**config.mk**
```make
export PLATFORM = sky130hd
export DESIGN_NAME = dmp_mul
export DESIGN_NICKNAME = d
export VERILOG_FILES = /design/src/rtl/dmp_pkg.sv /design/src/rtl/dmp_mul.sv
export SDC_FILE = /design/constraint.sdc
export NUM_CORES = 2
export LEC_CHECK = 0
export CORE_ASPECT_RATIO = 1.25
export CORE_MARGIN = 2
export CORE_UTILIZATION = 64
export DETAILED_ROUTE_END_ITERATION = 10
export DONT_BUFFER_PORTS = 1
export PLACE_DENSITY = 0.85
export SYNTH_ARGS = -nofsm -noshare
export SYNTH_HDL_FRONTEND = slang
export SYNTH_SLANG_ARGS = --single-unit
```
**constraint.sdc**
```tcl
create_clock -name clk -period 12.6 [get_ports clk]
set_input_delay 3.15 -clock clk [delete_from_list [all_inputs] [get_ports clk]]
set_output_delay 3.15 -clock clk [all_outputs]
set_load 0.01 [all_outputs]
```
**src/rtl/dmp_pkg.sv**
```systemverilog
// ============================================================================
// DMP integrator package
// Shared widths, codes, control types and fixed-point helpers for the
// three-axis trajectory integrator.
// ============================================================================
package dmp_pkg;

  localparam int DATA_W    = 32;   // Q16.16 words
  localparam int PHASE_W   = 17;   // unsigned Q1.16, 65536 is one
  localparam int FRAC_W    = 16;
  localparam int NUM_AXES  = 3;
  localparam int AXIS_W    = 2;
  localparam int CFG_IDX_W = 3;
  localparam int OP_W      = 33;   // multiplier operand magnitude
  localparam int PROD_W    = 2 * OP_W;
  localparam int QUOT_W    = PROD_W - FRAC_W;
  localparam int SUM_W     = 52;   // exact acceleration sum

  localparam int unsigned DT_Q16_DEFAULT = 655;

  // configuration register indexes
  typedef enum logic [CFG_IDX_W-1:0] {
    REG_GOAL_X,
    REG_GOAL_Y,
    REG_GOAL_Z,
    REG_START_X,
    REG_START_Y,
    REG_START_Z,
    REG_GAIN_P,
    REG_GAIN_V
  } cfg_reg_t;

  typedef enum logic [1:0] {
    FSM_IDLE,
    FSM_RUN,
    FSM_DONE
  } fsm_t;

  // micro-steps of one axis; each issues a product, consumes the last one, or both
  typedef enum logic [3:0] {
    STEP_T1_ISS,    // issue |forcing| * |goal - start|
    STEP_TP_ISS,    // issue gain_p * |goal - pos|, take forcing product
    STEP_TFL_ISS,   // issue phase * low word, take stiffness term
    STEP_TFH_ISS,   // issue phase * high word, take low phase product
    STEP_TV_ISS,    // issue gain_v * |vel|, add forcing term
    STEP_ACC,       // subtract damping term, clamp acceleration
    STEP_VEL_ISS,   // issue |acc| * dt
    STEP_VEL_UPD,   // update velocity
    STEP_POS_ISS,   // issue |vel| * dt
    STEP_POS_UPD    // update position
  } step_t;

  typedef struct packed {
    logic              in_ready;
    logic              run;
    logic              load_out;
    logic [AXIS_W-1:0] axis;
    step_t             step;
  } seq_ctl_t;

  // magnitude of a 33-bit signed value (never the most negative code here)
  function automatic logic [OP_W-1:0] mag33(input logic signed [OP_W-1:0] v);
    logic signed [OP_W-1:0] n;
    n = -v;
    return v[OP_W-1] ? OP_W'(n) : OP_W'(v);
  endfunction

  // reapply a sign to a truncated product magnitude
  function automatic logic signed [SUM_W-1:0] apply_sign(input logic neg,
                                                         input logic [QUOT_W-1:0] m);
    logic signed [SUM_W-1:0] ext;
    ext = signed'(SUM_W'(m));
    return neg ? -ext : ext;
  endfunction

  // clamp to the 32-bit signed range
  function automatic logic signed [DATA_W-1:0] sat32(input logic signed [SUM_W-1:0] v);
    logic signed [SUM_W-1:0] hi;
    logic signed [SUM_W-1:0] lo;
    hi = 52'sd2147483647;
    lo = -hi - 52'sd1;
    if (v > hi) begin
      return 32'sh7fffffff;
    end else if (v < lo) begin
      return 32'sh80000000;
    end
    return v[DATA_W-1:0];
  endfunction

endpackage

```
**src/rtl/dmp_mul.sv**
```systemverilog
// ============================================================================
// DMP shared multiplier
// Unsigned magnitude multiplier with a registered product.
// ============================================================================
module dmp_mul #(
  parameter int A_W = dmp_pkg::OP_W,
  parameter int B_W = dmp_pkg::OP_W
) (
  input  logic             clk,
  input  logic [A_W-1:0]   a,
  input  logic [B_W-1:0]   b,
  output logic [A_W+B_W-1:0] prod_r
);

  logic [A_W+B_W-1:0] prod_nxt;

  assign prod_nxt = (A_W+B_W)'(a) * (A_W+B_W)'(b);

  always_ff @(posedge clk) begin
    prod_r <= prod_nxt;
  end

endmodule

```
==> qor_table.md <==
| Group | Item | This run |
| --- | --- | --- |
| finish | Largest register FFs | 66 |
| timing | Share of the cycle needed by the critical path after routing | 81.0% |
| detailed routing | Via-to-Cell Ratio | 5.92 |
| timing | Worst rel slew slack | 59.1% |
| global route | GRT Residual Overflow | 0 |
| clock network | Number of gates resized after CTS | 0 |
| critical path | Cells along the critical path | and2_1, fa_1, inv_1, fa_1, fa_1, fa_1, inv_1, fa_1, fa_1, fa_1, inv_1, fa_1, inv_1, ha_1, nand4_1, or2_0, or3_1, o32a_1, a21oi_2, a21oi_2, o41ai_2, o221ai_2, o21ai_2, xor2_1 |
| die | Effective utilization at floorplan | 64.5% |
| timing | RSZ-0062 raised after global routing | no |
| critical path | Most used cell, CP | sky130_fd_sc_hd__fa_1 |
| place | Area of placed instances | 36800 µm² |
| finish | Utilization after layout | 65.2% |
| timing | Achievable clock frequency | 0.0980 GHz |
| clock network | Level count of the clock H-tree | 3 |
| clock network | Worst-case clock buffer depth | 2 |
| finish | Nets | 5154 |
| yosys | Post-synth EDFFs | 0 |
| global route | Number of antenna violations at the first check in global routing | 6 |
| finish | Leading cell type in the layout, fill and taps excluded | sky130_fd_sc_hd__inv_1 |
| timing | Tightest Pin Transition | 0.614 ns |
| place | Port Buffer Count | 0 |
| yosys | Post-synth ARST share | 0% |
| critical path | Worst-path fanout max | 33 |
| critical path | Startpoint-to-endpoint class of the critical path | input port to register |
| clock network | TritonCTS sink count | 66 |
| die | Die outline area | 59400 µm² |
| yosys | Most instantiated flip-flop cell in the synthesis netlist | sky130_fd_sc_hd__dfxtp_1 |
| place | Worst setup slack before clock tree synthesis | 2.12 ns |
| yosys | Post-Syn Instances | 4077 |
| critical path | Worst stage delay on the critical path | 0.66 ns |
| timing | Worst Setup Slack, final | 2.39 ns |
| critical path | Endpoint type of the worst setup path | register |
| detailed routing | Overall via count from detail_route | 27339 |
| place | Final HPWL DP | 77500 µm |
| clock network | TritonCTS clock tree | built |
| global route | Via count of the first global-routing pass | 31203 |
| clock network | Root buffer selected by CTS | sky130_fd_sc_hd__clkbuf_16 |
| global route | Global router's overall resource usage | 36.5% |
| place | Routability congestion estimate from global placement | 0.974 |
| detailed routing | Number of iterations in the first detailed-routing pass | 6 |
| finish | Post-route cell area | 37200 µm² |
| global route | Global-route wire length before repair | 164000 µm |
| clock network | CTS Buf Count | 9 |
| timing | Sum of negative setup slack | 0 ns |
| yosys | Post-synthesis sequential element count | 66 |
| critical path | Family with the most delay on the worst path | adder cells |
| critical path | Arrival @ worst endpoint | 10.51 ns |
| die | DIE HEIGHT | 272 µm |
| finish | Commonest cells after routing, fill and taps aside | sky130_fd_sc_hd__inv_1 (1048), sky130_fd_sc_hd__fa_1 (958), sky130_fd_sc_hd__and2_1 (574), sky130_fd_sc_hd__nand2_1 (569), sky130_fd_sc_hd__ha_1 (265) |
| critical path | Worst Path Buf+Inv | 4 |
| timing | Minimum clock period | 10.21 ns |
| yosys | Post-synthesis instance area | 36800 µm² |
| detailed routing | Count of routing violations after the opening detailed-route iteration | 2035 |
| timing | Max Slew Vio Count | 0 |
| finish | Area added between synthesis and finish | 1.06% |
| global route | Pin count of the biggest net entering global routing | 34 |
| clock network | Number of hold buffers added after cts | 0 |
| critical path | Library cell contributing the largest single delay on the critical path | sky130_fd_sc_hd__fa_1 |
| yosys | Post-Syn Nets | 5367 |
| yosys | Count of yosys warnings during synthesis | 0 |
| timing | Final setup violation count | 0 |
| critical path | Kind of start point of the critical path | input port |
| yosys | Average footprint of a synthesized cell | 9.02 µm² |
| clock network | Clock transition at the registers of the reported paths | 0.07 ns |
| flow run | Count of max-cap constraint violations | 0 |
| die | I/O Pins | 133 |
| finish | Final-layout fill cell count | 4362 |
| timing | Hold Fails Final Rpt | 0 |
| hold path | Worst hold path type | input port to register |
| detailed routing | Wire length per cell after detailed routing | 22.1 µm |
| die | Cell row count | 98 |
| detailed routing | Antenna violation net count after detailed routing | 0 |
| yosys | Number of unique standard cell types used by synthesis | 58 |
| finish | Fraction of layout cells with a size suffix above 1 | 0.698% |
| yosys | Fraction of the yosys area taken by sequential cells | 3.59% |
| finish | Register bank with the most flops | prod_r |
| detailed routing | DRC errors left | 0 |
| finish | Biggest registers after layout | prod_r x66 |
| die | Horizontal die dimension | 218 µm |
| status | Run status | completed |
| critical path | Worst Path Required | 12.90 ns |
| die | Core Region | 57000 µm² |
| detailed routing | Sum of routed wire length over all layers | 102000 µm |
| clock network | Total setup buffers inserted after CTS | 0 |
## layout make-up
type / instances / area, µm² / share of cell area, %
antenna: 2 / 5.00 / 0.0135
clock buffer: 9 / 225 / 0.606
clock inverter: 7 / 101 / 0.273
inverter: 1048 / 3930 / 10.6
multi-input combinational: 2739 / 30600 / 82.4
sequential: 66 / 1320 / 3.56
tap: 750 / 938 / 2.53
## per-layer routing
layer / share of wire (%) / track usage, % / wire length (µm)
met1: 31 / 38.9 / 31100
met2: 49 / 60.7 / 49900
met3: 9.9 / 8.69 / 10100
met4: 11 / 31.2 / 10800
met5: 0 / 0 / 0
## cells in the mapped netlist (3+ instances only)
master | count | share of area, %
sky130_fd_sc_hd__a211o_1 | 3 | 0.071
sky130_fd_sc_hd__a211oi_1 | 4 | 0.082
sky130_fd_sc_hd__a21boi_0 | 3 | 0.061
sky130_fd_sc_hd__a21o_1 | 27 | 0.55
sky130_fd_sc_hd__a21oi_1 | 80 | 1.1
sky130_fd_sc_hd__a21oi_2 | 3 | 0.071
sky130_fd_sc_hd__a31oi_1 | 6 | 0.10
sky130_fd_sc_hd__and2_1 | 574 | 9.8
sky130_fd_sc_hd__and3_1 | 8 | 0.14
sky130_fd_sc_hd__buf_2 | 4 | 0.054
sky130_fd_sc_hd__buf_4 | 3 | 0.061
sky130_fd_sc_hd__buf_6 | 3 | 0.092
sky130_fd_sc_hd__clkbuf_1 | 212 | 2.2
sky130_fd_sc_hd__dfxtp_1 | 66 | 3.6
sky130_fd_sc_hd__fa_1 | 958 | 52
sky130_fd_sc_hd__ha_1 | 265 | 9.0
sky130_fd_sc_hd__inv_1 | 1048 | 11
sky130_fd_sc_hd__nand2_1 | 569 | 5.8
sky130_fd_sc_hd__nand3_1 | 13 | 0.18
sky130_fd_sc_hd__nand4_1 | 19 | 0.32
sky130_fd_sc_hd__nor2_1 | 29 | 0.30
sky130_fd_sc_hd__nor2b_1 | 11 | 0.19
sky130_fd_sc_hd__nor3_1 | 10 | 0.14
sky130_fd_sc_hd__o211ai_1 | 3 | 0.061
sky130_fd_sc_hd__o21ai_0 | 27 | 0.37
sky130_fd_sc_hd__o21ai_1 | 10 | 0.14
sky130_fd_sc_hd__o21bai_1 | 14 | 0.29
sky130_fd_sc_hd__o221ai_1 | 3 | 0.071
sky130_fd_sc_hd__o31ai_1 | 5 | 0.10
sky130_fd_sc_hd__xnor2_1 | 40 | 0.95
sky130_fd_sc_hd__xor2_1 | 23 | 0.55
## kinds of logic after synthesis
group           after synthesis  share of synthesized area (%)
buf+inv                    1272                           13.1
simple gates               1245                           17.1
fa+ha+maj                  1223                           61.2
compound gates              208                           3.56
flops                        66                           3.59
xor+xnor                     63                           1.50
## worst paths after layout
check | start | to | slack, ns | depth (start not counted)
worst min-delay path | a[0] | prod_r[0]$_DFF_P_ | 2.90 | 1
worst max-delay path | a[18] | prod_r[64]$_DFF_P_ | 2.39 | 24
## metrics by stage
step | cells | hold slack (ns)
after CTS | 4619 | 2.89
after detailed placement | 4603 | 3.28
after floorplan | 4077 | 3.28
final | 4621 | 2.90
after global routing | 4621 | 2.89
after global placement | 4603 | 3.28
Power is left out: the tool's default activity adds up to more than one toggle a clock period on the data nets, which glitch-free logic cannot reach.
