## src/rtl/dmp_pkg.sv

```systemverilog
// ============================================================================
// DMP integrator package
// Shared widths, codes, control types and fixed-point helpers for the
// three-axis trajectory integrator.
// ============================================================================
package dmp_pkg;

  localparam int DATA_W    = 32;   // Q16.16 words
  localparam int PHASE_W   = 17;   // unsigned Q1.16, 65536 is one
  localparam int FRAC_W    = 16;
  localparam int NUM_AXES  = 3;
  localparam int AXIS_W    = 2;
  localparam int CFG_IDX_W = 3;
  localparam int OP_W      = 33;   // multiplier operand magnitude
  localparam int PROD_W    = 2 * OP_W;
  localparam int QUOT_W    = PROD_W - FRAC_W;
  localparam int SUM_W     = 52;   // exact acceleration sum

  localparam int unsigned DT_Q16_DEFAULT = 655;

  // configuration register indexes
  typedef enum logic [CFG_IDX_W-1:0] {
    REG_GOAL_X,
    REG_GOAL_Y,
    REG_GOAL_Z,
    REG_START_X,
    REG_START_Y,
    REG_START_Z,
    REG_GAIN_P,
    REG_GAIN_V
  } cfg_reg_t;

  typedef enum logic [1:0] {
    FSM_IDLE,
    FSM_RUN,
    FSM_DONE
  } fsm_t;

  // micro-steps of one axis; each issues a product, consumes the last one, or both
  typedef enum logic [3:0] {
    STEP_T1_ISS,    // issue |forcing| * |goal - start|
    STEP_TP_ISS,    // issue gain_p * |goal - pos|, take forcing product
    STEP_TFL_ISS,   // issue phase * low word, take stiffness term
    STEP_TFH_ISS,   // issue phase * high word, take low phase product
    STEP_TV_ISS,    // issue gain_v * |vel|, add forcing term
    STEP_ACC,       // subtract damping term, clamp acceleration
    STEP_VEL_ISS,   // issue |acc| * dt
    STEP_VEL_UPD,   // update velocity
    STEP_POS_ISS,   // issue |vel| * dt
    STEP_POS_UPD    // update position
  } step_t;

  typedef struct packed {
    logic              in_ready;
    logic              run;
    logic              load_out;
    logic [AXIS_W-1:0] axis;
    step_t             step;
  } seq_ctl_t;

  // magnitude of a 33-bit signed value (never the most negative code here)
  function automatic logic [OP_W-1:0] mag33(input logic signed [OP_W-1:0] v);
    logic signed [OP_W-1:0] n;
    n = -v;
    return v[OP_W-1] ? OP_W'(n) : OP_W'(v);
  endfunction

  // reapply a sign to a truncated product magnitude
  function automatic logic signed [SUM_W-1:0] apply_sign(input logic neg,
                                                         input logic [QUOT_W-1:0] m);
    logic signed [SUM_W-1:0] ext;
    ext = signed'(SUM_W'(m));
    return neg ? -ext : ext;
  endfunction

  // clamp to the 32-bit signed range
  function automatic logic signed [DATA_W-1:0] sat32(input logic signed [SUM_W-1:0] v);
    logic signed [SUM_W-1:0] hi;
    logic signed [SUM_W-1:0] lo;
    hi = 52'sd2147483647;
    lo = -hi - 52'sd1;
    if (v > hi) begin
      return 32'sh7fffffff;
    end else if (v < lo) begin
      return 32'sh80000000;
    end
    return v[DATA_W-1:0];
  endfunction

endpackage

```

## src/rtl/dmp_seq.sv

```systemverilog
// ============================================================================
// DMP step sequencer
// Walks the micro-steps of each axis and hands the result to the output stage.
// ============================================================================
module dmp_seq (
  input  logic              clk,
  input  logic              rst_n,
  input  logic              in_fire,
  input  logic              out_free,
  output dmp_pkg::seq_ctl_t ctl
);

  localparam logic [dmp_pkg::AXIS_W-1:0] AXIS_LAST =
    dmp_pkg::AXIS_W'(dmp_pkg::NUM_AXES - 1);

  dmp_pkg::fsm_t                state_r, state_nxt;
  dmp_pkg::step_t               step_r, step_nxt;
  logic [dmp_pkg::AXIS_W-1:0]   axis_r, axis_nxt;

  always_ff @(posedge clk) begin
    if (!rst_n) begin
      state_r <= dmp_pkg::FSM_IDLE;
      step_r  <= dmp_pkg::STEP_T1_ISS;
      axis_r  <= '0;
    end else begin
      state_r <= state_nxt;
      step_r  <= step_nxt;
      axis_r  <= axis_nxt;
    end
  end

  always_comb begin
    state_nxt    = state_r;
    step_nxt     = step_r;
    axis_nxt     = axis_r;
    ctl.in_ready = 1'b0;
    ctl.run      = 1'b0;
    ctl.load_out = 1'b0;
    ctl.axis     = axis_r;
    ctl.step     = step_r;
    case (state_r)
      dmp_pkg::FSM_IDLE: begin
        ctl.in_ready = 1'b1;
        if (in_fire) begin
          state_nxt = dmp_pkg::FSM_RUN;
          step_nxt  = dmp_pkg::STEP_T1_ISS;
          axis_nxt  = '0;
        end
      end
      dmp_pkg::FSM_RUN: begin
        ctl.run = 1'b1;
        case (step_r)
          dmp_pkg::STEP_T1_ISS:  step_nxt = dmp_pkg::STEP_TP_ISS;
          dmp_pkg::STEP_TP_ISS:  step_nxt = dmp_pkg::STEP_TFL_ISS;
          dmp_pkg::STEP_TFL_ISS: step_nxt = dmp_pkg::STEP_TFH_ISS;
          dmp_pkg::STEP_TFH_ISS: step_nxt = dmp_pkg::STEP_TV_ISS;
          dmp_pkg::STEP_TV_ISS:  step_nxt = dmp_pkg::STEP_ACC;
          dmp_pkg::STEP_ACC:     step_nxt = dmp_pkg::STEP_VEL_ISS;
          dmp_pkg::STEP_VEL_ISS: step_nxt = dmp_pkg::STEP_VEL_UPD;
          dmp_pkg::STEP_VEL_UPD: step_nxt = dmp_pkg::STEP_POS_ISS;
          dmp_pkg::STEP_POS_ISS: step_nxt = dmp_pkg::STEP_POS_UPD;
          dmp_pkg::STEP_POS_UPD: begin
            // advance to the next axis, or finish the step
            step_nxt = dmp_pkg::STEP_T1_ISS;
            if (axis_r == AXIS_LAST) begin
              state_nxt = dmp_pkg::FSM_DONE;
            end else begin
              axis_nxt = axis_r + 1'b1;
            end
          end
          default: step_nxt = dmp_pkg::STEP_T1_ISS;
        endcase
      end
      dmp_pkg::FSM_DONE: begin
        // hold until the output register is free
        if (out_free) begin
          ctl.load_out = 1'b1;
          state_nxt    = dmp_pkg::FSM_IDLE;
        end
      end
      default: state_nxt = dmp_pkg::FSM_IDLE;
    endcase
  end

endmodule

```

## config.mk

```make
export PLATFORM = sky130hd
export DESIGN_NAME = dmp_seq
export DESIGN_NICKNAME = d
export VERILOG_FILES = /design/src/rtl/dmp_pkg.sv /design/src/rtl/dmp_seq.sv
export SDC_FILE = /design/constraint.sdc
export NUM_CORES = 1
export LEC_CHECK = 0
export BUFFER_PORTS_ARGS = -buffer_cell sky130_fd_sc_hd__buf_2
export CORE_AREA = 5 5 42 44
export DETAILED_ROUTE_END_ITERATION = 7
export DIE_AREA = 0 0 47 49
export HOLD_SLACK_MARGIN = 0.1
export SYNTH_ARGS = -nofsm -noshare
export SYNTH_HDL_FRONTEND = slang
export SYNTH_SLANG_ARGS = --single-unit
export TNS_END_PERCENT = 50
```

## constraint.sdc

```tcl
create_clock -name clk -period 4.35 [get_ports clk]
set_clock_uncertainty 0.15 [all_clocks]
set_input_delay 0.2175 -clock clk [delete_from_list [all_inputs] [get_ports clk]]
set_output_delay 0.2175 -clock clk [all_outputs]
set_load 0.005 [all_outputs]
```

==> results of run 1 <==
Yosys cell counts, types with 2 or more instances:
| cell | instances | area share |
|---|---|---|
| nor2_1 | 3 | 0.022 |
| mux2i_1 | 2 | 0.040 |
| a21oi_1 | 3 | 0.030 |
| nor3b_1 | 2 | 0.030 |
| buf_2 | 2 | 0.020 |
| nand2b_1 | 2 | 0.025 |
| nand3b_1 | 2 | 0.030 |
| inv_1 | 2 | 0.015 |
| buf_4 | 2 | 0.030 |
| o21ai_0 | 3 | 0.030 |
| nand2_1 | 6 | 0.045 |
| dfxtp_1 | 8 | 0.32 |
how the worst max path moves through the flow:
stage / startpoint / end / slack [ns]
after CTS: state_r[0] / ctl[7] / 2.57
after floorplan: axis_r[0] / axis_r[0] / 2.91
after detailed placement: state_r[0] / state_r[0] / 2.83
after global placement: state_r[0] / state_r[0] / 2.79
after global routing: state_r[0] / ctl[7] / 2.42
final: state_r[0] / ctl[7] / 2.58
worst register-to-register path, stage by stage (launching register included):
cell	delay [ns]
dfxtp_1	0.51
nor2b_1	0.44
nand2_1	0.09
a311oi_1	0.26
state kept, by name, indices dropped and copies added, names as in the netlist:
register / flops
state_r: 2
axis_r: 2
step_r: 4
kinds of logic after synthesis:
group                    synth area share
XOR/XNOR                           0.0173
adder cells (fa/ha/maj)            0.0247
buffers and inverters              0.0866
flip-flops                          0.317
AO/OA/AOI/OAI                       0.186
AND/OR/NAND/NOR                     0.329
multiplexers                       0.0396
layer usage:
| layer | global-route usage | up-vias | part of all wire |
|---|---|---|---|
| li1 | - | 213 | - |
| met1 | 0.118 | 193 | 0.45 |
| met2 | 0.143 | 12 | 0.45 |
| met3 | 0.0738 | 2 | 0.092 |
| met4 | 0.0276 | 0 | 0.0052 |
| met5 | 0 | - | 0 |
report_power, final:
part / leakage [nW] / total [mW] / switching [mW] / internal (mW)
Sequential: 0.0651 / 0.0806 / 0.00484 / 0.0757
Clock: 0.0138 / 0.0556 / 0.0241 / 0.0315
Combinational: 0.164 / 0.0194 / 0.00950 / 0.00994
Total: 0.242 / 0.156 / 0.0385 / 0.117
through the flow:
| step | std cells | hold WS, ns | instance area, µm² |
|---|---|---|---|
| after floorplan | 54 | 0.214 | 505 |
| final | 80 | 0.113 | 572 |
| after detailed placement | 77 | 0.322 | 549 |
| after global routing | 80 | 0.113 | 572 |
| after global placement | 77 | 0.310 | 549 |
| after CTS | 80 | 0.101 | 572 |
final cells by class:
| cell class | count | area share |
|---|---|---|
| multi-input combinational | 39 | 0.527 |
| sequential | 8 | 0.280 |
| inverter | 2 | 0.0131 |
| clock buffer | 3 | 0.0394 |
| timing repair buffer | 12 | 0.105 |
| tap | 16 | 0.0350 |
==> out/metrics.cfg, run 1 <==
[run_status]
status=complete, no violations

[detailed_routing]
num_vias=420
first_pass_iters=4
wl_per_cell_um=12.0
drtIter0Drc=9
ant_nets=0
avgViaCountPerCell=5.25
wirelength_um=959
drc=0

[critical_path]
critPathMaxStageDelay_ns=0.51
path_depth=2
cp-end-kind=output pin
path_max_fanout=10
cp_slowest_cell=dfxtp_1
r2r_slack_ns=2.81
critical_path.cell_chain=nor2b_1 -> buf_2
r2r_end=state_r[0]
critPathKind=flop to output pin
startpoint_type=flop
worstPathRequired_ns=3.98
crit_buf_inv=1
crit_family=flip-flops
reg2reg_depth=3
cp_data_arrival_time_ns=1.40
rr_startpoint=state_r[0]

[clocking]
cts_buffers=3
post_cts_buffers=0
cts_resized=0
cts_sinks=8
clk_latency_ns=0.25
cts_buffer_depth=2
cts_tree=built
ctsHoldBuffers=0
cts-root-buf=clkbuf_4
htreeDepth=1
clkTransAtPathRegs_ns=0.05

[grt]
overflow=0
antenna_found_initial=0
grt_pass1_vias=394
grt_use_total=0.100
grt_pass1_wl_mm=1.70
grt_max_degree=11

[floorplan]
coreArea_um2=1400
dieArea_um2=2300
rows=14
initial_core_util=0.361
die_height_um=49
ioPinCount=13
die_x_um=47

[cells_and_area]
multi_input_area_um2=302
regArea_um2=160
final_cell_mix=buf_2, dfxtp_1, nand2_1
area_growth_pct=13.1
final_nets=71
post-route-util=0.408
fillCellCount=150
diodes=0
final_common_cell=buf_2
layout-drive-gt1-share=0.313

[min_path]
worstHoldStart=rst_n
min_path_type=input port to flop
holdPathEnd=axis_r[0]
holdPathStages=3

[job]
drv_cap=0

[power]
power.density_nw_per_um2=272
irDropWorstVdd_v=0.000206
p_leak_nw=0.242
power_mw=0.156

[timing]
finalWorstSetupSlack_ns=2.58
worst_pin_slew_ns=0.440
fmax_mhz=566
period_needed_ns=1.77
setup_viol=0
min_period_over_period=0.406
setup_tns_ns=0
hold_viol=0
relSlewSlack=0.706
maxSlewViolCount=0
rsz0062_at_grt=false

[place]
place.gp.congestion=0.683
hpwl_um=722
io_buffers=12
dpl_worst_slack_ns=2.83

[yosys]
ys_ff_latch=8
yosysWarnings=0
synthFlopType=dfxtp_1
ys_types=29
mappedNetlistArea_um2=505
postSynthCellCount=54
ys_async_sr_fraction=0
syn_nets=59
synth_edf_count=0
ys_seq_area_frac=0.317
syn_area_per_cell_um2=9.36

(Power assumes the default switching activity.)
==> inputs of run 2 (changes only) <==
--- a/config.mk
+++ b/config.mk
@@ -5,6 +5,7 @@
 export SDC_FILE = /design/constraint.sdc
 export NUM_CORES = 1
 export LEC_CHECK = 0
+export ABC_AREA = 1
 export BUFFER_PORTS_ARGS = -buffer_cell sky130_fd_sc_hd__buf_2
 export CORE_AREA = 5 5 42 44
 export DETAILED_ROUTE_END_ITERATION = 7
==> constraint.sdc (replaced) <==
create_clock -name clk -period 1.7 [get_ports clk]
set_clock_uncertainty 0.15 [all_clocks]
set_input_delay 0.085 -clock clk [delete_from_list [all_inputs] [get_ports clk]]
set_output_delay 0.085 -clock clk [all_outputs]
set_load 0.005 [all_outputs]
==> run 2 against run 1 <==
Routed wire length rose by 16%. Sequential share of layout area shrank 1.2 points. Cell count rose by 31%. Combinational power grew to 22 times the previous value. Global-route usage up 1.5 points. Sequential power increased to 3.6 times the previous value. Clock-buffer cell count is the same. Flip-flop and latch count unchanged. Non-clock buffer count grew 2. Largest cell class unchanged. Largest power group is now combinational logic. Highest routed layer unchanged.
==> out/metrics.cfg, run 2 <==
[yosys]
synth_area_leader_cell=dfxtp_1
synth_most_common_cell=nand2_1
syn_area_per_cell_um2=6.60
mappedNetlistArea_um2=482
yosys-top-cells-area=dfxtp_1, nand2_1, inv_1
ys_seq_area_frac=0.332
yosys.area.top_type_share=0.332
yosysWarnings=0
ys_types=19
ys_ff_latch=8
synth_common_cells=nand2_1, inv_1, nor2_1, dfxtp_1
synth_edf_count=0
synthFlopType=dfxtp_1
postSynthCellCount=73
syn_nets=78
ys_async_sr_fraction=0

[clocking]
clkTransAtPathRegs_ns=0.06
cts_buffers=3
clk_latency_ns=0.26
cts_resized=0
htreeDepth=1
cts_tree=built
cts_buffer_depth=2
post_cts_buffers=0
cts_sinks=8
cts-root-buf=clkbuf_4

[cells_and_area]
area_growth_pct=23.9
largest-register=step_r
post-route-util=0.426
final_cell_mix=nand2_1, buf_2, inv_1
final_common_cell=nand2_1
largest_register_ffs=4
layout-drive-gt1-share=0.258
diodes=0
fin_cells=105
final_nets=96
reg_top3=step_r x4, axis_r x2, state_r x2

[grt]
grt_pass1_vias=433
grt_use_total=0.115
grt_pass1_wl_mm=1.90
antenna_found_initial=0
overflow=0
grt_max_degree=8

[power]
clockPowerShare=0.171
internal-power_mw=0.480
switchingPower_mw=0.390
seqPwrFrac=0.337
power.density_nw_per_um2=1460
irDropWorstVdd_v=0.000798
combPwrFrac=0.492
p_leak_nw=0.285
swShare=0.449

[critical_path]
path_max_fanout=3
cp-startpoint=axis_r[0]
r2r_slack_ns=0.29
cp_data_arrival_time_ns=1.41
crit_family=compound AO/OA/AOI/OAI gates
critPathKind=flop to flop
cp_slowest_cell=dfxtp_1
critical_path.cell_chain=inv_1 -> ha_1 -> a21oi_1 -> nand3_2 -> a21oi_1 -> nor2_1
critPathMaxStageDelay_ns=0.32
worstPathRequired_ns=1.70
crit_top_cell=a21oi_1
startpoint_type=flop
crit_buf_inv=1
crit_end=axis_r[0]
cp-end-kind=flop
path_depth=6
r2r_end=axis_r[0]
rr_startpoint=axis_r[0]
reg2reg_depth=6

[detailed_routing]
drc=0
wirelength_mm=1.12
num_vias=509
first_pass_iters=6
avgViaCountPerCell=4.85
wl_per_cell_um=10.6
drtIter0Drc=9
ant_nets=0

[floorplan]
ioPinCount=13
die_height_um=49
coreArea_um2=1400
rows=14
die_x_um=47
initial_core_util=0.344
dieArea_um2=2300

[timing]
min_period_over_period=0.829
relSlewSlack=0.757
worst_pin_slew_ns=0.362
setup_viol=0
rsz0062_at_grt=false
fmax_mhz=709
hold_viol=0
setup_tns_ns=0
period_needed_ns=1.41
maxSlewViolCount=0
finalWorstSetupSlack_ns=0.290

[run_status]
status=complete, no violations

[place]
place.gp.congestion=0.824
dpl_worst_slack_ns=0.336
place_inst=100
hpwl_um=860
io_buffers=12

[job]
drv_cap=0

[min_path]
min_path_type=input port to flop

-- run 2: cell types whose count changed after synthesis, moves of 3 or more --
cell     delta
nand2_1    +11
inv_1       +9
nand3_1     +3
nor2_1      +7
-- run 2: timing repair --
item	4_1_cts	5_1_grt
setup endpoints to repair	0	0
hold endpoints to repair	8	0
hold buffers	2	0
-- run 2: cells by family (layout without fill, tap and decap cells) --
logic type	after synthesis	after routing	synth area share
and+or+nand+nor	41	41	0.405
buffers and inverters	13	29	0.109
AOI/OAI and AO/OA	10	10	0.127
DFF	8	8	0.332
adders and majority gates	1	1	0.0260
-- run 2: final cells by class --
type | instances | area, µm²
multi-input combinational | 52 | 269
clock buffer | 3 | 22.5
sequential | 8 | 160
timing repair buffer | 14 | 80.1
tap | 16 | 20.0
fill | 154 | 805
inverter | 12 | 45.0
-- run 2: how the worst min path moves through the flow --
stage / cells after the start / startpoint / endpoint / slack (ns)
after floorplan: 2 / rst_n / state_r[0] / 0.03
after global placement: 3 / rst_n / state_r[0] / 0.21
after detailed placement: 3 / rst_n / state_r[0] / 0.20
after CTS: 8 / out_free / state_r[1] / 0.18
after global routing: 8 / out_free / state_r[1] / 0.23
final: 8 / out_free / state_r[1] / 0.18
-- run 2: layer usage --
layer	vias to the layer above	wire length (µm)	share of wire	track usage
li1	268	-	-	-
met1	221	510	0.46	0.156
met2	16	500	0.45	0.147
met3	4	84	0.075	0.0664
met4	0	19	0.017	0.0415
met5	-	0	0	0
-- run 2: tightest hold or removal path, stage by stage --
cell and delay [ns]:
buf_2 0.08, inv_1 0.04, nand3_1 0.07, nand2_1 0.06, inv_1 0.05, nand4_1 0.06, nand2_1 0.06, nor2_1 0.03
-- run 2: per-stage QoR --
stage               total power, mW  area [µm²]  hold slack [ns]
floorplan                     0.611         482           0.0326
global placement              0.712         554            0.209
detailed placement            0.719         554            0.203
CTS                           0.876         597            0.178
global route                  0.970         597            0.227
finish                        0.870         597            0.181
-- run 2: power groups by stage --
stage | logic, mW | clock network, mW | registers, mW
after detailed placement | 0.421 | 0 | 0.298
after CTS | 0.427 | 0.156 | 0.293
after global routing | 0.496 | 0.172 | 0.302
after floorplan | 0.321 | 0 | 0.291
after global placement | 0.416 | 0 | 0.296
final | 0.428 | 0.149 | 0.293
